--- config.mk ---
export PLATFORM = sky130hd
export DESIGN_NAME = countdown_timer_list
export DESIGN_NICKNAME = d
export VERILOG_FILES = /design/src/rtl/ctl_pkg.sv /design/src/rtl/countdown_timer_list.sv /design/src/rtl/ctl_cell.sv /design/src/rtl/ctl_report.sv
export VERILOG_INCLUDE_DIRS = /design/src /design/src/rtl
export SDC_FILE = /design/constraint.sdc
export NUM_CORES = 2
export LEC_CHECK = 0
export ABC_AREA = 1
export BUFFER_PORTS_ARGS = -buffer_cell sky130_fd_sc_hd__buf_2
export CORE_MARGIN = 4
export CORE_UTILIZATION = 50
export DETAILED_ROUTE_END_ITERATION = 10
export GPL_TIMING_DRIVEN = 0
export PLACE_DENSITY = 0.69
export SYNTH_ARGS = -nofsm -noshare
export SYNTH_HDL_FRONTEND = slang
export SYNTH_SLANG_ARGS = --single-unit
--- constraint.sdc ---
create_clock -name aclk -period 16.7 [get_ports aclk]
set_clock_uncertainty 0.2 [all_clocks]
set_input_delay 3.34 -clock aclk [delete_from_list [all_inputs] [get_ports aclk]]
set_output_delay 3.34 -clock aclk [all_outputs]
set_load 0.005 [all_outputs]
--- src/rtl/countdown_timer_list_defines.svh ---
`ifndef COUNTDOWN_TIMER_LIST_DEFINES_SVH
`define COUNTDOWN_TIMER_LIST_DEFINES_SVH

// implication checked in the same cycle
`define CTL_ASSERT_NOW(label, clk, rst_n, ante, cons) \
    label: assert property (@(posedge clk) disable iff (!(rst_n)) (ante) |-> (cons)) \
        else $error("countdown_timer_list: assertion failed");

// implication checked in the next cycle
`define CTL_ASSERT_NEXT(label, clk, rst_n, ante, cons) \
    label: assert property (@(posedge clk) disable iff (!(rst_n)) (ante) |=> (cons)) \
        else $error("countdown_timer_list: assertion failed");

`endif

--- src/rtl/ctl_pkg.sv ---
package ctl_pkg;

    localparam logic CMD_ADD  = 1'b0;
    localparam logic CMD_TICK = 1'b1;

    localparam logic KIND_EXPIRED = 1'b0;
    localparam logic KIND_DROPPED = 1'b1;

    typedef struct packed {
        logic [31:0] user;
        logic [15:0] command;
        logic [31:0] argument;
    } fired_t;

    typedef struct packed {
        fired_t      info;
        logic [15:0] remaining;
    } entry_t;

    typedef struct packed {
        logic shift;
        logic tail;
        logic add;
    } cell_ctrl_t;

    typedef struct packed {
        logic drop;
        logic found;
        logic flush;
    } rpt_req_t;

endpackage

--- src/rtl/countdown_timer_list.sv ---
// channel | role          | tdata (low bit up)                          | tuser       | tlast
// s_      | add / tick in | user_id, command_code, argument, delay_ticks | cmd         | -
// m_      | reports out   | fired_user, fired_command, fired_argument    | report_kind | last_of_run
//
// Add: an add to a full table yields one report.
// Tick: the cell row rotates once per live entry, one entry per cycle through cell 0 while
// m_ is not stalled, then passes through the flush state.
// Reports leave at one per cycle; a stalled m_ holds the row until a slot frees.
// Reset clears occupancy and the report stage; timer entries are undefined until written.
`include "countdown_timer_list_defines.svh"

module countdown_timer_list #(
    parameter int TIMER_SLOTS = 16
) (
    input  logic        aclk,
    input  logic        aresetn,
    input  logic        s_tvalid,
    output logic        s_tready,
    input  logic [95:0] s_tdata,   // user_id, command_code, argument, delay_ticks
    input  logic        s_tuser,   // cmd
    output logic        m_tvalid,
    input  logic        m_tready,
    output logic [79:0] m_tdata,   // fired_user, fired_command, fired_argument
    output logic        m_tuser,   // report_kind
    output logic        m_tlast    // last_of_run
);

    localparam int CNT_W = $clog2(TIMER_SLOTS + 1);

    localparam logic [1:0] ST_IDLE  = 2'd0;
    localparam logic [1:0] ST_SCAN  = 2'd1;
    localparam logic [1:0] ST_FLUSH = 2'd2;

    logic [1:0]       state_reg, state_next;
    logic [CNT_W-1:0] occ_reg, occ_next;
    logic [CNT_W-1:0] steps_reg, steps_next;

    logic                 out_free;
    logic                 pend_valid;
    logic                 s_accept;
    logic                 add_write;
    logic                 step;
    logic                 expire;
    ctl_pkg::rpt_req_t    rpt_req;
    ctl_pkg::entry_t      add_entry;
    ctl_pkg::entry_t      tail_entry;
    ctl_pkg::entry_t      cells [TIMER_SLOTS];
    ctl_pkg::cell_ctrl_t  cell_ctrl [TIMER_SLOTS];

    assign s_tready = (state_reg == ST_IDLE) && out_free;
    assign s_accept = s_tvalid && s_tready;

    assign add_entry.info.user     = s_tdata[31:0];
    assign add_entry.info.command  = s_tdata[47:32];
    assign add_entry.info.argument = s_tdata[79:48];
    assign add_entry.remaining     = s_tdata[95:80];

    assign add_write = s_accept && (s_tuser == ctl_pkg::CMD_ADD)
                       && (occ_reg != CNT_W'(TIMER_SLOTS));

    assign step   = (state_reg == ST_SCAN) && out_free;
    assign expire = cells[0].remaining <= 16'd1;

    assign tail_entry.info      = cells[0].info;
    assign tail_entry.remaining = cells[0].remaining - 16'd1;

    assign rpt_req.drop  = s_accept && (s_tuser == ctl_pkg::CMD_ADD)
                           && (occ_reg == CNT_W'(TIMER_SLOTS));
    assign rpt_req.found = step && expire;
    assign rpt_req.flush = (state_reg == ST_FLUSH) && pend_valid && out_free;

    always_comb begin
        state_next = state_reg;
        occ_next   = occ_reg;
        steps_next = steps_reg;
        unique case (state_reg)
            ST_IDLE: begin
                if (add_write) begin
                    occ_next = occ_reg + CNT_W'(1);
                end else if (s_accept && (s_tuser == ctl_pkg::CMD_TICK)
                             && (occ_reg != '0)) begin
                    steps_next = occ_reg;
                    state_next = ST_SCAN;
                end
            end
            ST_SCAN: begin
                if (step) begin
                    steps_next = steps_reg - CNT_W'(1);
                    if (expire) begin
                        occ_next = occ_reg - CNT_W'(1);
                    end
                    if (steps_reg == CNT_W'(1)) begin
                        state_next = ST_FLUSH;
                    end
                end
            end
            ST_FLUSH: begin
                if (!pend_valid || out_free) begin
                    state_next = ST_IDLE;
                end
            end
            default: begin
                state_next = ST_IDLE;
            end
        endcase
    end

    always_ff @(posedge aclk) begin
        if (!aresetn) begin
            state_reg <= ST_IDLE;
            occ_reg   <= '0;
            steps_reg <= '0;
        end else begin
            state_reg <= state_next;
            occ_reg   <= occ_next;
            steps_reg <= steps_next;
        end
    end

    for (genvar i = 0; i < TIMER_SLOTS; i++) begin : g_cell
        ctl_pkg::entry_t neighbor;

        if (i == TIMER_SLOTS - 1) begin : g_end
            assign neighbor = cells[i];
        end else begin : g_mid
            assign neighbor = cells[i+1];
        end

        assign cell_ctrl[i].shift = step && (CNT_W'(i + 1) < occ_reg);
        assign cell_ctrl[i].tail  = step && !expire && (CNT_W'(i + 1) == occ_reg);
        assign cell_ctrl[i].add   = add_write && (CNT_W'(i) == occ_reg);

        ctl_cell u_cell (
            .aclk       (aclk),
            .ctrl       (cell_ctrl[i]),
            .neighbor   (neighbor),
            .tail_entry (tail_entry),
            .add_entry  (add_entry),
            .entry      (cells[i])
        );
    end

    ctl_report u_report (
        .aclk       (aclk),
        .aresetn    (aresetn),
        .req        (rpt_req),
        .head_info  (cells[0].info),
        .add_info   (add_entry.info),
        .out_free   (out_free),
        .pend_valid (pend_valid),
        .m_tvalid   (m_tvalid),
        .m_tready   (m_tready),
        .m_tdata    (m_tdata),
        .m_tuser    (m_tuser),
        .m_tlast    (m_tlast)
    );

    `CTL_ASSERT_NOW(a_occ_bound, aclk, aresetn, 1'b1, occ_reg <= CNT_W'(TIMER_SLOTS))
    `CTL_ASSERT_NOW(a_scan_steps, aclk, aresetn, state_reg == ST_SCAN, steps_reg != '0)
    `CTL_ASSERT_NOW(a_flush_pend, aclk, aresetn, rpt_req.flush, pend_valid)
    `CTL_ASSERT_NOW(a_req_room, aclk, aresetn,
                    rpt_req.drop || rpt_req.found || rpt_req.flush, out_free)
    `CTL_ASSERT_NEXT(a_idle_no_pend, aclk, aresetn,
                     (state_reg == ST_FLUSH) && (state_next == ST_IDLE), !pend_valid)

endmodule

--- src/rtl/ctl_cell.sv ---
module ctl_cell (
    input  logic               aclk,
    input  ctl_pkg::cell_ctrl_t ctrl,
    input  ctl_pkg::entry_t    neighbor,
    input  ctl_pkg::entry_t    tail_entry,
    input  ctl_pkg::entry_t    add_entry,
    output ctl_pkg::entry_t    entry
);

    ctl_pkg::entry_t entry_reg;
    ctl_pkg::entry_t entry_next;

    always_comb begin
        entry_next = entry_reg;
        if (ctrl.add) begin
            entry_next = add_entry;
        end else if (ctrl.shift) begin
            entry_next = neighbor;
        end else if (ctrl.tail) begin
            entry_next = tail_entry;
        end
    end

    always_ff @(posedge aclk) begin
        entry_reg <= entry_next;
    end

    assign entry = entry_reg;

endmodule

--- src/rtl/ctl_report.sv ---
module ctl_report (
    input  logic              aclk,
    input  logic              aresetn,
    input  ctl_pkg::rpt_req_t req,
    input  ctl_pkg::fired_t   head_info,
    input  ctl_pkg::fired_t   add_info,
    output logic              out_free,
    output logic              pend_valid,
    output logic              m_tvalid,
    input  logic              m_tready,
    output logic [79:0]       m_tdata,   // fired_user, fired_command, fired_argument
    output logic              m_tuser,   // report_kind
    output logic              m_tlast    // last_of_run
);

    logic            valid_reg, valid_next;
    logic            pend_reg, pend_next;
    ctl_pkg::fired_t pend_info_reg, pend_info_next;
    ctl_pkg::fired_t out_info_reg, out_info_next;
    logic            kind_reg, kind_next;
    logic            last_reg, last_next;

    assign out_free = !valid_reg || m_tready;

    always_comb begin
        valid_next     = valid_reg;
        pend_next      = pend_reg;
        pend_info_next = pend_info_reg;
        out_info_next  = out_info_reg;
        kind_next      = kind_reg;
        last_next      = last_reg;
        if (m_tready) begin
            valid_next = 1'b0;
        end
        if (req.drop) begin
            valid_next    = 1'b1;
            out_info_next = add_info;
            kind_next     = ctl_pkg::KIND_DROPPED;
            last_next     = 1'b1;
        end else if (req.found) begin
            if (pend_reg) begin
                valid_next    = 1'b1;
                out_info_next = pend_info_reg;
                kind_next     = ctl_pkg::KIND_EXPIRED;
                last_next     = 1'b0;
            end
            pend_next      = 1'b1;
            pend_info_next = head_info;
        end else if (req.flush) begin
            valid_next    = 1'b1;
            out_info_next = pend_info_reg;
            kind_next     = ctl_pkg::KIND_EXPIRED;
            last_next     = 1'b1;
            pend_next     = 1'b0;
        end
    end

    always_ff @(posedge aclk) begin
        if (!aresetn) begin
            valid_reg <= 1'b0;
            pend_reg  <= 1'b0;
        end else begin
            valid_reg <= valid_next;
            pend_reg  <= pend_next;
        end
        pend_info_reg <= pend_info_next;
        out_info_reg  <= out_info_next;
        kind_reg      <= kind_next;
        last_reg      <= last_next;
    end

    assign pend_valid = pend_reg;
    assign m_tvalid   = valid_reg;
    assign m_tdata    = {out_info_reg.argument, out_info_reg.command, out_info_reg.user};
    assign m_tuser    = kind_reg;
    assign m_tlast    = last_reg;

endmodule
==> impl_metrics.csv <==
group,metric,value,unit
die,core,165000,um^2
timing,finalHoldWorstSlack,0.289,ns
layout,final_util,0.567,
critical_path,cp.buffers_inverters,4,
placement,gpl.final_weighted_congestion,0.967,
routing,vias,72100,
critical_path,worstRegToRegCells,10,
critical_path,crit_path_end_kind,"primary output",
layout,largest_register_ff_count,1536,
timing,final-hold-violation-count,0,
placement,placement.cell_area,87600,um^2
power_and_ir_drop,pwr-share-comb,0.270,
cts,cts_max_path_buffers,3,
layout,final_layout_size_suffix_gt1_frac,0.0967,
die,boundaryPins,185,
cts,clk_pin_slew_worst_paths,0.06,ns
power_and_ir_drop,clock_power_share,0.298,
yosys,syn-cell-area,82800,um^2
placement,io_buffers,175,
timing,setup_tns_final,0,ns
routing,vias_per_cell,6.47,
routing,drt_pre_antenna_iters,9,
cts,post-cts-setup-buffers,0,
die,die_w,415,um
yosys,synthesis.nets,8471,
routing,postRouteWirelength,325000,um
power_and_ir_drop,power.net_switching,4.47,mW
layout,area.growth.synth_to_final,12.8,%
status,run_status,"finished clean",
timing,max_clock_freq,134,MHz
timing,post-route-period-util,0.447,
yosys,synth_enable_flop_cells,1696,
yosys,ys.flop_type,"edfxtp_1",
cts,post_cts.resized_instances,0,
global_route,antenna_found_initial,14,
timing,tightestPinTransition,1.46,ns
routing,post_drt_antenna_nets,0,
min_path,min-delay-path-class,"reg -> reg",
critical_path,worstPathArrival,3.92,ns
power_and_ir_drop,max_ir_drop_vdd,0.129,mV
power_and_ir_drop,powerDensity,144,nW/um^2
yosys,syn-mean-instance-area,9.90,um^2
cts,deepest_level_of_the_cts_h_tree,4,
critical_path,cp_slowest_cell,"nand2_2",
placement,placed_wire_length_estimate,233000,um
critical_path,critical-path-max-stage-delay,0.13,ns
critical_path,worst-path-max-fanout,8,
cts,clock_tree.root_cell,"clkbuf_16",
cts,numCtsBuffers,184,
power_and_ir_drop,p_leak,34.4,nW
timing,setup_violations,0,
yosys,synth_seq_area_share,0.619,
global_route,grt_pass1_vias,68100,
min_path,holdPathStages,2,
global_route,grt.overflow.total,0,
yosys,ys_async_sr_fraction,0,
layout,layout.cell_area.non_filler,93400,um^2
timing,final_max_slew_viol_count,0,
routing,drt_drc_violations_left,0,
power_and_ir_drop,power.total,13.5,mW
power_and_ir_drop,power_frac_seq,0.431,
critical_path,critPathLaunchType,"input pin",
timing,grt_setup_unrepaired,"no",
critical_path,worstSetupPathType,"in -> out",
cts,cts-hold-fix-buffers,0,
layout,num-nets-final,8873,
timing,period_minus_slack,7.46,ns
die,die_ar,172000,um^2
yosys,synth_cell_types,37,
global_route,grt_util_all_layers,0.364,
global_route,grt_first_pass_wirelength,465000,um
cts,clk_latency,0.87,ns
flow_run,max_cap_violations,0,
power_and_ir_drop,p_int,9.01,mW
critical_path,path_depth,6,
routing,detailed_route_iter0_violations,10800,
die,floorplan.initialDensity,0.502,
cts,tritoncts,"yes",
routing,wl_per_cell,29.2,um
yosys,netlist_instances,8361,
layout,filler_cell_count,14400,
cts,clock_sinks,1712,
critical_path,worst_path_dominant_cell_family,"buffers and inverters",
global_route,grt_max_degree,52,
die,num_rows,149,
yosys,synth.ff_latch_count,1712,
timing,timing.slew.headroom,0.0281,
yosys,yosysWarningCount,0,
critical_path,crit_required,13.16,ns
die,chipHeight,415,um
power_and_ir_drop,sw_frac_of_total,0.332,
critical_path,crit_chain,"buf_2 -> inv_1 -> nand2_2 -> nand2_1 -> inv_1 -> buf_2",
-- tightest hold or removal path: stages, from the launching register on --
cell     delay, ns
dfxtp_1       0.32
nand3_1       0.07
nand3_1       0.06
-- cell usage after synthesis, types with 5 or more instances --
| cell | instances | area, um^2 |
|---|---|---|
| a21oi_1 | 179 | 896 |
| nand4_1 | 9 | 56.3 |
| nand3b_1 | 10 | 75.1 |
| clkbuf_1 | 463 | 1740 |
| inv_2 | 12 | 45.0 |
| or2_2 | 6 | 37.5 |
| nand2_1 | 2007 | 7530 |
| buf_1 | 45 | 169 |
| clkinv_1 | 5 | 18.8 |
| nor2_1 | 527 | 1980 |
| ha_1 | 9 | 113 |
| o21ai_0 | 1331 | 6660 |
| o21ai_1 | 412 | 2060 |
| nand2_2 | 13 | 81.3 |
| o211ai_1 | 781 | 5860 |
| inv_1 | 267 | 1000 |
| nand3_1 | 103 | 515 |
| dfxtp_1 | 16 | 320 |
| o22ai_1 | 107 | 669 |
| buf_4 | 25 | 188 |
| buf_2 | 289 | 1450 |
| edfxtp_1 | 1696 | 50900 |
| a31oi_1 | 14 | 87.6 |
| nor2_2 | 6 | 37.5 |
-- power by group through the flow --
stage | sequential (mW) | combinational (mW) | clock (mW)
after detailed placement | 5.89 | 3.52 | 0
final | 5.81 | 3.65 | 4.02
after global placement | 5.96 | 3.33 | 0
after CTS | 5.81 | 3.54 | 4.01
after global routing | 5.84 | 3.99 | 4.19
after floorplan | 5.81 | 2.38 | 0
-- path summary, 6_finish.rpt --
| kind | start | end | slack [ns] |
|---|---|---|---|
| hold / removal | u_report.m_tlast | u_report.m_tlast | 0.29 |
| hold reg to reg | u_report.m_tlast | u_report.m_tlast | 0.29 |
| setup reg to reg | occ_reg[1] | u_report.m_tdata[66] | 11.22 |
| setup / recovery | m_tready | s_tready | 9.24 |
-- cell usage in the layout, fill, tap and decap left out, drive strengths merged, types with 8 or more instances in the layout --
cell    netlist  final
a21oi       181    181
edfxtp     1696   1696
nand3       103    103
or2           8      8
o211ai      781    781
clkinv        5    101
o21ai      1745   1745
ha            9      9
clkbuf      466    691
bufinv        0     10
buf         362    578
o22ai       107    107
dfxtp        16     16
nor2        538    538
nand3b       10     10
nand4         9      9
a31oi        14     14
nand2      2023   2023
inv         279    286
diode         0     30
-- metrics by stage --
| step | std cells | worst slack, ns |
|---|---|---|
| global placement | 10700 | -1.41 |
| global route | 11100 | 9.16 |
| detailed placement | 10800 | 8.97 |
| finish | 11100 | 9.24 |
| CTS | 11100 | 9.24 |
| floorplan | 8361 | 5.08 |
-- layout make-up --
type	count	area, um^2	area share
antenna	30	75.1	0.000804
clock inverter	114	820	0.00878
sequential	1712	51200	0.549
tap	2189	2740	0.0293
clock buffer	225	4860	0.0521
multi-input combinational	5537	27100	0.291
buffer	828	3600	0.0385
inverter	284	1070	0.0114
timing repair buffer	216	1840	0.0197
-- routing by layer --
| metal | part of all wire | GRT usage | up-vias |
|---|---|---|---|
| met1 | 0.37 | 0.471 | 35000 |
| met5 | 0.00018 | 0 | - |
| met3 | 0.12 | 0.0866 | 1009 |
| met2 | 0.45 | 0.560 | 5208 |
| li1 | - | - | 30800 |
| met4 | 0.067 | 0.217 | 8 |
-- cells by family after synthesis --
logic type	Yosys count	synth area share
XOR/XNOR	5	0.000529
AND/OR/NAND/NOR	2692	0.126
AO/OA/AOI/OAI	2831	0.197
buffers and inverters	1112	0.0562
adder cells (fa/ha/maj)	9	0.00136
flip-flops	1712	0.619
Note: power is estimated with default switching activity, not from simulation.
